### src/hdl/saws_pkg.sv
`timescale 1ns / 1ps
`default_nettype none

package saws_pkg;

  // Event codes on the input func field
  localparam logic [1:0] FUNC_NEW_FRAME = 2'd0;
  localparam logic [1:0] FUNC_TX_DONE   = 2'd1;
  localparam logic [1:0] FUNC_RX_FRAME  = 2'd2;
  localparam logic [1:0] FUNC_TICK      = 2'd3;

  // Configuration register indexes
  localparam logic [1:0] CFG_RELIABLE_MODE = 2'd0;
  localparam logic [1:0] CFG_ACK_TIMEOUT   = 2'd1;
  localparam logic [1:0] CFG_MAX_TX        = 2'd2;

  localparam int CFG_WIDTH = 16;

  localparam logic        RST_RELIABLE_MODE = 1'b1;
  localparam logic [15:0] RST_ACK_TIMEOUT   = 16'd100;
  localparam logic [7:0]  RST_MAX_TX        = 8'd3;

  // Outcome codes
  localparam logic [1:0] OUT_NONE  = 2'd0;
  localparam logic [1:0] OUT_ACKED = 2'd1;
  localparam logic [1:0] OUT_LOST  = 2'd2;
  localparam logic [1:0] OUT_DONE  = 2'd3;

  // Note codes
  localparam logic [2:0] NOTE_OK         = 3'd0;
  localparam logic [2:0] NOTE_IGNORED    = 3'd1;
  localparam logic [2:0] NOTE_OLD        = 3'd2;
  localparam logic [2:0] NOTE_FUTURE     = 3'd3;
  localparam logic [2:0] NOTE_NOT_ACK    = 3'd4;
  localparam logic [2:0] NOTE_BUSY       = 3'd5;
  localparam logic [2:0] NOTE_UNEXPECTED = 3'd6;

  // Queue depths
  localparam int EV_DEPTH_DEF  = 2;
  localparam int RES_DEPTH_DEF = 2;

  // Classified event, as the front hands it to the back
  typedef enum logic [2:0] {
    EV_NEW     = 3'd0,
    EV_TX_DONE = 3'd1,
    EV_ACK     = 3'd2,
    EV_NOT_ACK = 3'd3,
    EV_TICK    = 3'd4
  } ev_kind_t;

  typedef struct packed {
    ev_kind_t    kind;
    logic [31:0] seq;
  } ev_t;

  typedef struct packed {
    logic        send_request;
    logic [31:0] send_seq;
    logic [1:0]  outcome;
    logic [2:0]  note;
    logic        busy_res;
    logic [31:0] sent_total;
    logic [31:0] retransmit_total;
    logic [31:0] lost_total;
    logic [31:0] received_total;
  } res_t;

  typedef struct packed {
    logic        we;
    logic [1:0]  index;
    logic [CFG_WIDTH-1:0] wdata;
  } cfg_wr_t;

endpackage

`default_nettype wire

### src/hdl/saws_fifo.sv
`timescale 1ns / 1ps
`default_nettype none

module saws_fifo #(
  parameter int W     = 8,
  parameter int DEPTH = 2
) (
  input  wire logic         clk,
  input  wire logic         rst_n,
  input  wire logic         push,
  input  wire logic [W-1:0] wdata,
  output logic              full,
  input  wire logic         pop,
  output logic [W-1:0]      rdata,
  output logic              empty
);

  localparam int AW = (DEPTH > 1) ? $clog2(DEPTH) : 1;
  localparam int CW = $clog2(DEPTH + 1);

  logic [W-1:0]  mem_r [DEPTH];
  logic [AW-1:0] wr_ptr_r, wr_ptr_nxt;
  logic [AW-1:0] rd_ptr_r, rd_ptr_nxt;
  logic [CW-1:0] cnt_r, cnt_nxt;
  logic          do_push, do_pop;

  assign full    = (cnt_r == CW'(DEPTH));
  assign empty   = (cnt_r == '0);
  assign do_push = push && !full;
  assign do_pop  = pop && !empty;
  assign rdata   = mem_r[rd_ptr_r];

  always_comb begin
    wr_ptr_nxt = wr_ptr_r;
    rd_ptr_nxt = rd_ptr_r;
    cnt_nxt    = cnt_r;
    if (do_push) begin
      wr_ptr_nxt = (wr_ptr_r == AW'(DEPTH - 1)) ? '0 : wr_ptr_r + AW'(1);
    end
    if (do_pop) begin
      rd_ptr_nxt = (rd_ptr_r == AW'(DEPTH - 1)) ? '0 : rd_ptr_r + AW'(1);
    end
    if (do_push && !do_pop) begin
      cnt_nxt = cnt_r + CW'(1);
    end else if (do_pop && !do_push) begin
      cnt_nxt = cnt_r - CW'(1);
    end
  end

  always_ff @(posedge clk) begin
    if (!rst_n) begin
      wr_ptr_r <= '0;
      rd_ptr_r <= '0;
      cnt_r    <= '0;
    end else begin
      wr_ptr_r <= wr_ptr_nxt;
      rd_ptr_r <= rd_ptr_nxt;
      cnt_r    <= cnt_nxt;
    end
  end

  always_ff @(posedge clk) begin
    if (do_push) begin
      mem_r[wr_ptr_r] <= wdata;
    end
  end

endmodule

`default_nettype wire

### src/hdl/saws_front.sv
`timescale 1ns / 1ps
`default_nettype none

module saws_front (
  input  wire logic        in_push,
  input  wire logic [1:0]  in_func,
  input  wire logic [31:0] in_seq_number,
  input  wire logic        in_frame_is_ack,
  input  wire logic        evq_full,
  output logic             evq_push,
  output saws_pkg::ev_t    evq_data
);

  import saws_pkg::*;

  // received frames split into acks and the rest here, so the back sees them as two kinds
  always_comb begin
    evq_data.seq = in_seq_number;
    case (in_func)
      FUNC_NEW_FRAME: evq_data.kind = EV_NEW;
      FUNC_TX_DONE:   evq_data.kind = EV_TX_DONE;
      FUNC_RX_FRAME:  evq_data.kind = in_frame_is_ack ? EV_ACK : EV_NOT_ACK;
      FUNC_TICK:      evq_data.kind = EV_TICK;
      default:        evq_data.kind = EV_TICK;
    endcase
  end

  assign evq_push = in_push && !evq_full;

endmodule

`default_nettype wire

### src/hdl/saws_back.sv
`timescale 1ns / 1ps
`default_nettype none

module saws_back (
  input  wire logic          clk,
  input  wire logic          rst_n,
  input  saws_pkg::cfg_wr_t  cfg,
  input  wire logic          evq_empty,
  input  saws_pkg::ev_t      evq_data,
  output logic               evq_pop,
  input  wire logic          resq_full,
  output logic               resq_push,
  output saws_pkg::res_t     resq_data
);

  import saws_pkg::*;

  typedef enum logic [2:0] {
    PH_IDLE     = 3'b001,
    PH_WAIT_TX  = 3'b010,
    PH_WAIT_ACK = 3'b100
  } phase_t;

  logic        reliable_r;
  logic [15:0] timeout_r;
  logic [7:0]  max_tx_r;

  phase_t      phase_r, phase_nxt;
  logic [31:0] seq_r, seq_nxt;
  logic [7:0]  tries_r, tries_nxt;
  logic [15:0] timer_r, timer_nxt, timer_dec;
  logic [31:0] sent_r, sent_nxt;
  logic [31:0] retx_r, retx_nxt;
  logic [31:0] lost_r, lost_nxt;
  logic [31:0] recv_r, recv_nxt;
  logic        req;
  logic [1:0]  outcome;
  logic [2:0]  note;
  logic        go;

  assign go        = !evq_empty && !resq_full;
  assign evq_pop   = go;
  assign resq_push = go;
  assign timer_dec = (timer_r != '0) ? timer_r - 16'd1 : timer_r;

  always_comb begin
    phase_nxt = phase_r;
    seq_nxt   = seq_r;
    tries_nxt = tries_r;
    timer_nxt = timer_r;
    sent_nxt  = sent_r;
    retx_nxt  = retx_r;
    lost_nxt  = lost_r;
    recv_nxt  = recv_r;
    req       = 1'b0;
    outcome   = OUT_NONE;
    note      = NOTE_OK;
    if (go) begin
      case (evq_data.kind)
        EV_NEW: begin
          if (phase_r != PH_IDLE) begin
            note = NOTE_BUSY;
          end else begin
            seq_nxt   = evq_data.seq;
            tries_nxt = 8'd1;
            phase_nxt = PH_WAIT_TX;
            sent_nxt  = sent_r + 32'd1;
            req       = 1'b1;
          end
        end
        EV_TX_DONE: begin
          if (phase_r != PH_WAIT_TX) begin
            note = NOTE_UNEXPECTED;
          end else if (!reliable_r) begin
            phase_nxt = PH_IDLE;
            outcome   = OUT_DONE;
          end else begin
            phase_nxt = PH_WAIT_ACK;
            timer_nxt = (timeout_r == '0) ? 16'd1 : timeout_r;
          end
        end
        EV_ACK: begin
          recv_nxt = recv_r + 32'd1;
          if (phase_r != PH_WAIT_ACK) begin
            note = NOTE_IGNORED;
          end else if (evq_data.seq == seq_r) begin
            phase_nxt = PH_IDLE;
            outcome   = OUT_ACKED;
          end else if (evq_data.seq < seq_r) begin
            note = NOTE_OLD;
          end else begin
            note = NOTE_FUTURE;
          end
        end
        EV_NOT_ACK: begin
          note = NOTE_NOT_ACK;
        end
        EV_TICK: begin
          if (phase_r == PH_WAIT_ACK) begin
            timer_nxt = timer_dec;
            if (timer_dec == '0) begin
              if (tries_r >= max_tx_r) begin
                lost_nxt  = lost_r + 32'd1;
                phase_nxt = PH_IDLE;
                outcome   = OUT_LOST;
              end else begin
                retx_nxt  = retx_r + 32'd1;
                tries_nxt = tries_r + 8'd1;
                phase_nxt = PH_WAIT_TX;
                sent_nxt  = sent_r + 32'd1;
                req       = 1'b1;
              end
            end
          end
        end
        default: begin
          note = NOTE_OK;
        end
      endcase
    end
  end

  always_comb begin
    resq_data.send_request     = req;
    resq_data.send_seq         = seq_nxt;
    resq_data.outcome          = outcome;
    resq_data.note             = note;
    resq_data.busy_res         = (phase_nxt != PH_IDLE);
    resq_data.sent_total       = sent_nxt;
    resq_data.retransmit_total = retx_nxt;
    resq_data.lost_total       = lost_nxt;
    resq_data.received_total   = recv_nxt;
  end

  always_ff @(posedge clk) begin
    if (!rst_n) begin
      reliable_r <= RST_RELIABLE_MODE;
      timeout_r  <= RST_ACK_TIMEOUT;
      max_tx_r   <= RST_MAX_TX;
    end else if (cfg.we) begin
      case (cfg.index)
        CFG_RELIABLE_MODE: reliable_r <= cfg.wdata[0];
        CFG_ACK_TIMEOUT:   timeout_r  <= cfg.wdata[15:0];
        CFG_MAX_TX:        max_tx_r   <= cfg.wdata[7:0];
        default:           reliable_r <= reliable_r;
      endcase
    end
  end

  always_ff @(posedge clk) begin
    if (!rst_n) begin
      phase_r <= PH_IDLE;
      seq_r   <= '0;
      tries_r <= '0;
      timer_r <= '0;
      sent_r  <= '0;
      retx_r  <= '0;
      lost_r  <= '0;
      recv_r  <= '0;
    end else begin
      phase_r <= phase_nxt;
      seq_r   <= seq_nxt;
      tries_r <= tries_nxt;
      timer_r <= timer_nxt;
      sent_r  <= sent_nxt;
      retx_r  <= retx_nxt;
      lost_r  <= lost_nxt;
      recv_r  <= recv_nxt;
    end
  end

endmodule

`default_nettype wire

### src/hdl/stop_and_wait_arq_sender.sv
// Channel   | Ports                                              | Handshake
// ----------+----------------------------------------------------+-------------------------
// events    | in_func, in_seq_number, in_frame_is_ack            | in_push & !in_full
// results   | out_send_request ... out_received_total            | out_pop & !out_empty
// config    | cfg_index, cfg_wdata                               | cfg_we, no wait
//
// One event per clock while results are popped; each event gives exactly one result item.
// An accepted event is registered in the event queue; the engine, between the queues, pops
// it when the result queue has room and registers its result there, one event a cycle.
// Synchronous active-low reset clears the protocol state, counters and both queues.
// A stalled result consumer fills the result queue, then the event queue, then raises in_full.
`timescale 1ns / 1ps
`default_nettype none

module stop_and_wait_arq_sender #(
  parameter int EV_DEPTH  = saws_pkg::EV_DEPTH_DEF,
  parameter int RES_DEPTH = saws_pkg::RES_DEPTH_DEF
) (
  input  wire logic        clk,
  input  wire logic        rst_n,
  // event channel
  input  wire logic        in_push,
  output logic             in_full,
  input  wire logic [1:0]  in_func,
  input  wire logic [31:0] in_seq_number,
  input  wire logic        in_frame_is_ack,
  // result channel
  output logic             out_empty,
  input  wire logic        out_pop,
  output logic             out_send_request,
  output logic [31:0]      out_send_seq,
  output logic [1:0]       out_outcome,
  output logic [2:0]       out_note,
  output logic             out_busy_res,
  output logic [31:0]      out_sent_total,
  output logic [31:0]      out_retransmit_total,
  output logic [31:0]      out_lost_total,
  output logic [31:0]      out_received_total,
  // configuration
  input  wire logic        cfg_we,
  input  wire logic [1:0]  cfg_index,
  input  wire logic [saws_pkg::CFG_WIDTH-1:0] cfg_wdata
);

  import saws_pkg::*;

  // front: decode and push into the event queue
  logic    evq_push, evq_full, evq_pop, evq_empty;
  ev_t     evq_wdata, evq_rdata;
  // back: engine and result queue
  logic    resq_push, resq_full;
  res_t    resq_wdata, resq_rdata;
  cfg_wr_t cfg;

  assign cfg.we    = cfg_we;
  assign cfg.index = cfg_index;
  assign cfg.wdata = cfg_wdata;

  saws_front u_front (
    .in_push         (in_push),
    .in_func         (in_func),
    .in_seq_number   (in_seq_number),
    .in_frame_is_ack (in_frame_is_ack),
    .evq_full        (evq_full),
    .evq_push        (evq_push),
    .evq_data        (evq_wdata)
  );

  assign in_full = evq_full;

  // decouples the accept side from the engine
  saws_fifo #(
    .W     ($bits(ev_t)),
    .DEPTH (EV_DEPTH)
  ) u_evq (
    .clk   (clk),
    .rst_n (rst_n),
    .push  (evq_push),
    .wdata (evq_wdata),
    .full  (evq_full),
    .pop   (evq_pop),
    .rdata (evq_rdata),
    .empty (evq_empty)
  );

  // protocol engine: phase, sequence, tries, ack timer, statistics
  saws_back u_back (
    .clk       (clk),
    .rst_n     (rst_n),
    .cfg       (cfg),
    .evq_empty (evq_empty),
    .evq_data  (evq_rdata),
    .evq_pop   (evq_pop),
    .resq_full (resq_full),
    .resq_push (resq_push),
    .resq_data (resq_wdata)
  );

  // result items wait here, so the engine keeps going while the consumer stalls, until this queue fills
  saws_fifo #(
    .W     ($bits(res_t)),
    .DEPTH (RES_DEPTH)
  ) u_resq (
    .clk   (clk),
    .rst_n (rst_n),
    .push  (resq_push),
    .wdata (resq_wdata),
    .full  (resq_full),
    .pop   (out_pop),
    .rdata (resq_rdata),
    .empty (out_empty)
  );

  assign out_send_request     = resq_rdata.send_request;
  assign out_send_seq         = resq_rdata.send_seq;
  assign out_outcome          = resq_rdata.outcome;
  assign out_note             = resq_rdata.note;
  assign out_busy_res         = resq_rdata.busy_res;
  assign out_sent_total       = resq_rdata.sent_total;
  assign out_retransmit_total = resq_rdata.retransmit_total;
  assign out_lost_total       = resq_rdata.lost_total;
  assign out_received_total   = resq_rdata.received_total;

endmodule

`default_nettype wire

### config.mk
export PLATFORM = sky130hd
export DESIGN_NAME = stop_and_wait_arq_sender
export DESIGN_NICKNAME = d
export VERILOG_FILES = /design/src/hdl/saws_pkg.sv /design/src/hdl/saws_fifo.sv /design/src/hdl/saws_front.sv /design/src/hdl/saws_back.sv /design/src/hdl/stop_and_wait_arq_sender.sv
export SDC_FILE = /design/constraint.sdc
export NUM_CORES = 1
export LEC_CHECK = 0
export BUFFER_PORTS_ARGS = -buffer_cell sky130_fd_sc_hd__buf_2
export CAP_MARGIN = 20
export CORE_MARGIN = 2
export CORE_UTILIZATION = 43
export DETAILED_ROUTE_END_ITERATION = 10
export GPL_ROUTABILITY_DRIVEN = 0
export MAX_ROUTING_LAYER = met4
export PLACE_DENSITY_LB_ADDON = 0.15
export SYNTH_ARGS = -nofsm -noshare
export SYNTH_HDL_FRONTEND = slang
export SYNTH_SLANG_ARGS = --single-unit
### constraint.sdc
create_clock -name clk -period 8.5 [get_ports clk]
set_input_delay 1.275 -clock clk [delete_from_list [all_inputs] [get_ports clk]]
set_output_delay 1.275 -clock clk [all_outputs]
set_load 0.005 [all_outputs]
==> results.py <==
metrics = {
    "clock_tree": {
        "clk-insertion-delay-late_ps": 600,
        "cts_sinks": 626,
        "cts_setup_buffers": 0,
        "cts_tree": "built",
        "clock-root-buffer": "clkbuf_16",
        "cts_buffers": 69,
        "cts.path.max_buffers": 3,
        "h-tree-depth": 3,
        "cts_resized": 0,
        "clkTransAtPathRegs_ps": 60,
        "hold_buffers": 0,
    },
    "synthesis": {
        "synthFlopType": "edfxtp_1",
        "synthTopCellsByArea": "edfxtp_1 (45%), dfxtp_1 (16%), mux2_2 (8.4%)",
        "synth-seq-cells": 626,
        "async_flop_share_pct": 0,
        "synthDistinctLibCells": 73,
        "yosys.area.top_type": "edfxtp_1",
        "seq_area_frac_synth_pct": 60.9,
        "synth_fp_nets": 2290,
        "syn_inst": 2184,
        "netlist.area_leader.share_pct": 44.6,
        "synth_warnings": 0,
        "syn_area_per_cell_um2": 12.5,
        "synth_edf_count": 404,
        "synth_area_um2": 27200,
    },
    "detailed_routing": {
        "via_count": 17290,
        "ant_nets": 0,
        "post_drt_via_cell_ratio": 5.24,
        "routedWlPerCell_um": 18.5,
        "drt_iter0_markers": 943,
        "drt_pre_antenna_iters": 5,
        "drc": 0,
        "wirelength_um": 61200,
    },
    "timing": {
        "tightest_slew_ps": 1010,
        "slew_headroom_pct": 32.9,
        "period_share_pct": 58.7,
        "rsz0062_at_grt": "no",
        "finalSetupTns_ps": 0,
        "clock_skew_ps": 19.2,
        "finalHoldViolCount": 0,
        "max_freq_ghz": 0.200,
        "finalSetupViolCount": 0,
        "maxSlewViolCount": 0,
        "period_needed_ps": 4990,
        "fin_ws_ps": 3510,
    },
    "power": {
        "pwr-share-comb_pct": 24.5,
        "switching_share_pct": 28.3,
        "p_per_area_nw_per_um2": 307,
        "p_seq_share_pct": 43.6,
        "p_sw_mw": 2.74,
        "power.share.clock_pct": 32.0,
        "power_leakage_nw": 12.0,
        "p_int_mw": 6.95,
        "peakVddDrop_mv": 0.277,
        "power_mw": 9.69,
    },
    "worst_setup_path": {
        "path_class": "reg -> reg",
        "cp_cell_sequence": "mux2i_1, and3_1, nand2_1, a2111oi_0, nand4_1, nor2_1, nand3_1, xnor2_1",
        "slowest_delay_ps": 990,
        "timing.rr.end": "u_resq.mem_r[0][84]",
        "crit_path_end_kind": "register",
        "path_max_fanout": 37,
        "arrival_ps": 5330,
        "rrSetupSlack_ps": 3510,
        "required_ps": 8830,
        "rr_worst_depth": 8,
        "slowest_stage": "dfxtp_2",
        "critPathLaunchType": "register",
    },
    "finish": {
        "drive_gt1_share_pct": 24.7,
        "final_util_pct": 50.3,
        "fill_cells": 5563,
        "nNetsFinal": 2503,
        "mostFrequentLayoutCell": "edfxtp_1",
        "mostFrequentLayoutCells": "edfxtp_1 (404), buf_2 (225), dfxtp_1 (220)",
        "synthToLayoutAreaGrowth_pct": 16.2,
        "post-route-cell-area_um2": 31600,
    },
    "flow_run": {
        "cap_violations": 0,
    },
    "floorplan": {
        "die_area_um2": 65300,
        "rows": 92,
        "start_util_pct": 43.3,
        "die_h_um": 255,
        "io_pins": 227,
        "dieWidth_um": 255,
        "core-area_um2": 62900,
    },
    "hold_path": {
        "hp-class": "reg -> reg",
        "holdPathStages": 2,
        "hold_start": "u_back.timeout_r[3]",
        "min_to": "u_back.timeout_r[3]",
    },
    "placement": {
        "postPlaceCellArea_um2": 29200,
        "numPortBuffers": 226,
        "post-dp-hpwl_um": 39300,
        "place_ws_ps": 3490,
    },
    "global_route": {
        "grt_overflow": 0,
        "grt_pass1_wl_um": 96200,
        "grt_max_degree": 151,
        "grt_antenna_before_repair": 1,
        "grt_pass1_vias": 17199,
        "track_usage_pct": 19.0,
    },
    "outcome": {
        "status": "finished clean",
    },
}
-- cell families (layout without fill, tap and decap cells) --
family,count (synthesis),count (layout),synth area share (%)
fa+ha+maj,48,48,2.21
other cells,0,1,0
buf+inv,170,440,2.47
flops,626,626,60.9
mux,249,249,10.1
compound gates,216,216,4.96
xor+xnor,121,121,3.90
simple gates,754,754,15.4
-- cells in the mapped netlist, types with 3 or more instances --
library cell,n
o21ai_0,67
nor2_1,93
clkbuf_1,80
a22oi_1,8
o31ai_1,8
a21o_1,13
nor3b_1,7
nor2b_1,7
ha_1,48
nor4_1,21
nand4_1,39
nand2_1,194
buf_1,12
mux2_2,203
or2_2,5
or4_1,16
nor4b_1,3
or3_1,16
a31oi_1,10
buf_2,9
nand3_1,57
nand2b_1,34
and3_1,31
xnor2_1,47
nor3_1,40
inv_1,64
dfxtp_1,222
a311oi_1,3
o21a_1,6
xor2_1,74
nand4b_1,3
nor4_2,19
a2111o_1,4
and4_1,13
a211oi_1,8
and2_1,132
nor4b_2,4
edfxtp_1,404
o41ai_1,5
a21boi_0,4
mux2i_1,46
nand3b_1,4
a21oi_1,57
-- power by group through the flow --
stage | Sequential (mW) | Combinational, mW | Clock, mW
floorplan | 4.29 | 1.40 | 0
global placement | 4.26 | 2.39 | 0
detailed placement | 4.29 | 2.41 | 0
CTS | 4.23 | 2.43 | 3.18
global route | 4.29 | 2.60 | 3.31
finish | 4.22 | 2.37 | 3.10
-- stage by stage --
stage / hold slack [ps] / instances
2_1_floorplan: 444 / 2184
3_3_place_gp: 467 / 3168
3_5_place_dp: 470 / 3170
4_1_cts: 479 / 3298
5_1_grt: 506 / 3301
6_report: 479 / 3301
-- worst max path at each step --
stage                               start                   to  slack [ps]
after floorplan           u_resq.cnt_r[0]   u_resq.mem_r[0][0]          50
after global placement           register  u_resq.mem_r[0][84]        3680
after detailed placement         register  u_resq.mem_r[0][84]        3490
after CTS                        register  u_resq.mem_r[0][84]        3470
after global routing             register  u_resq.mem_r[0][84]        3070
final                            register  u_resq.mem_r[0][84]        3510
-- flip-flops by register name, indices dropped and copies added, names as in the netlist, 16 cells and up, named ones only --
| register | cells |
|---|---|
| u_resq.mem_r | 334 |
| u_back.recv_r | 32 |
| u_back.seq_r | 32 |
| u_back.retx_r | 32 |
| u_back.sent_r | 32 |
| u_back.lost_r | 32 |
| u_back.timeout_r | 16 |
| u_back.timer_r | 16 |
| u_evq.mem_r | 70 |
-- layout make-up --
type / count / area, um^2 / area share (%)
clock buffers: 92 / 1920 / 6.06
inverters: 65 / 244 / 0.772
clock inverters: 36 / 457 / 1.45
repair buffers: 247 / 1360 / 4.32
diodes: 1 / 2.50 / 0.00792
flip-flops and latches: 626 / 16600 / 52.5
multi-input cells: 1388 / 9980 / 31.6
well taps: 846 / 1060 / 3.35
-- critical path, delay by kind of cell (launching register included) --
kind	cells	cell delay, ps
xor+xnor	1	180
mux	1	810
flops	1	990
compound gates	1	430
simple gates	5	2310
-- routing by layer --
layer  routed length, um  part of all wire (%)  global-route usage (%)  vias to the layer above
met2               29300                    48                    31.0                      406
met4                1180                   1.9                    5.64                        0
met5                   0                     0                       -                        -
met1               27800                    45                    24.5                     8412
li1                    -                     -                       -                     8389
met3                2920                   4.8                    3.09                       83
Note: power is estimated with default switching activity, not from simulation.
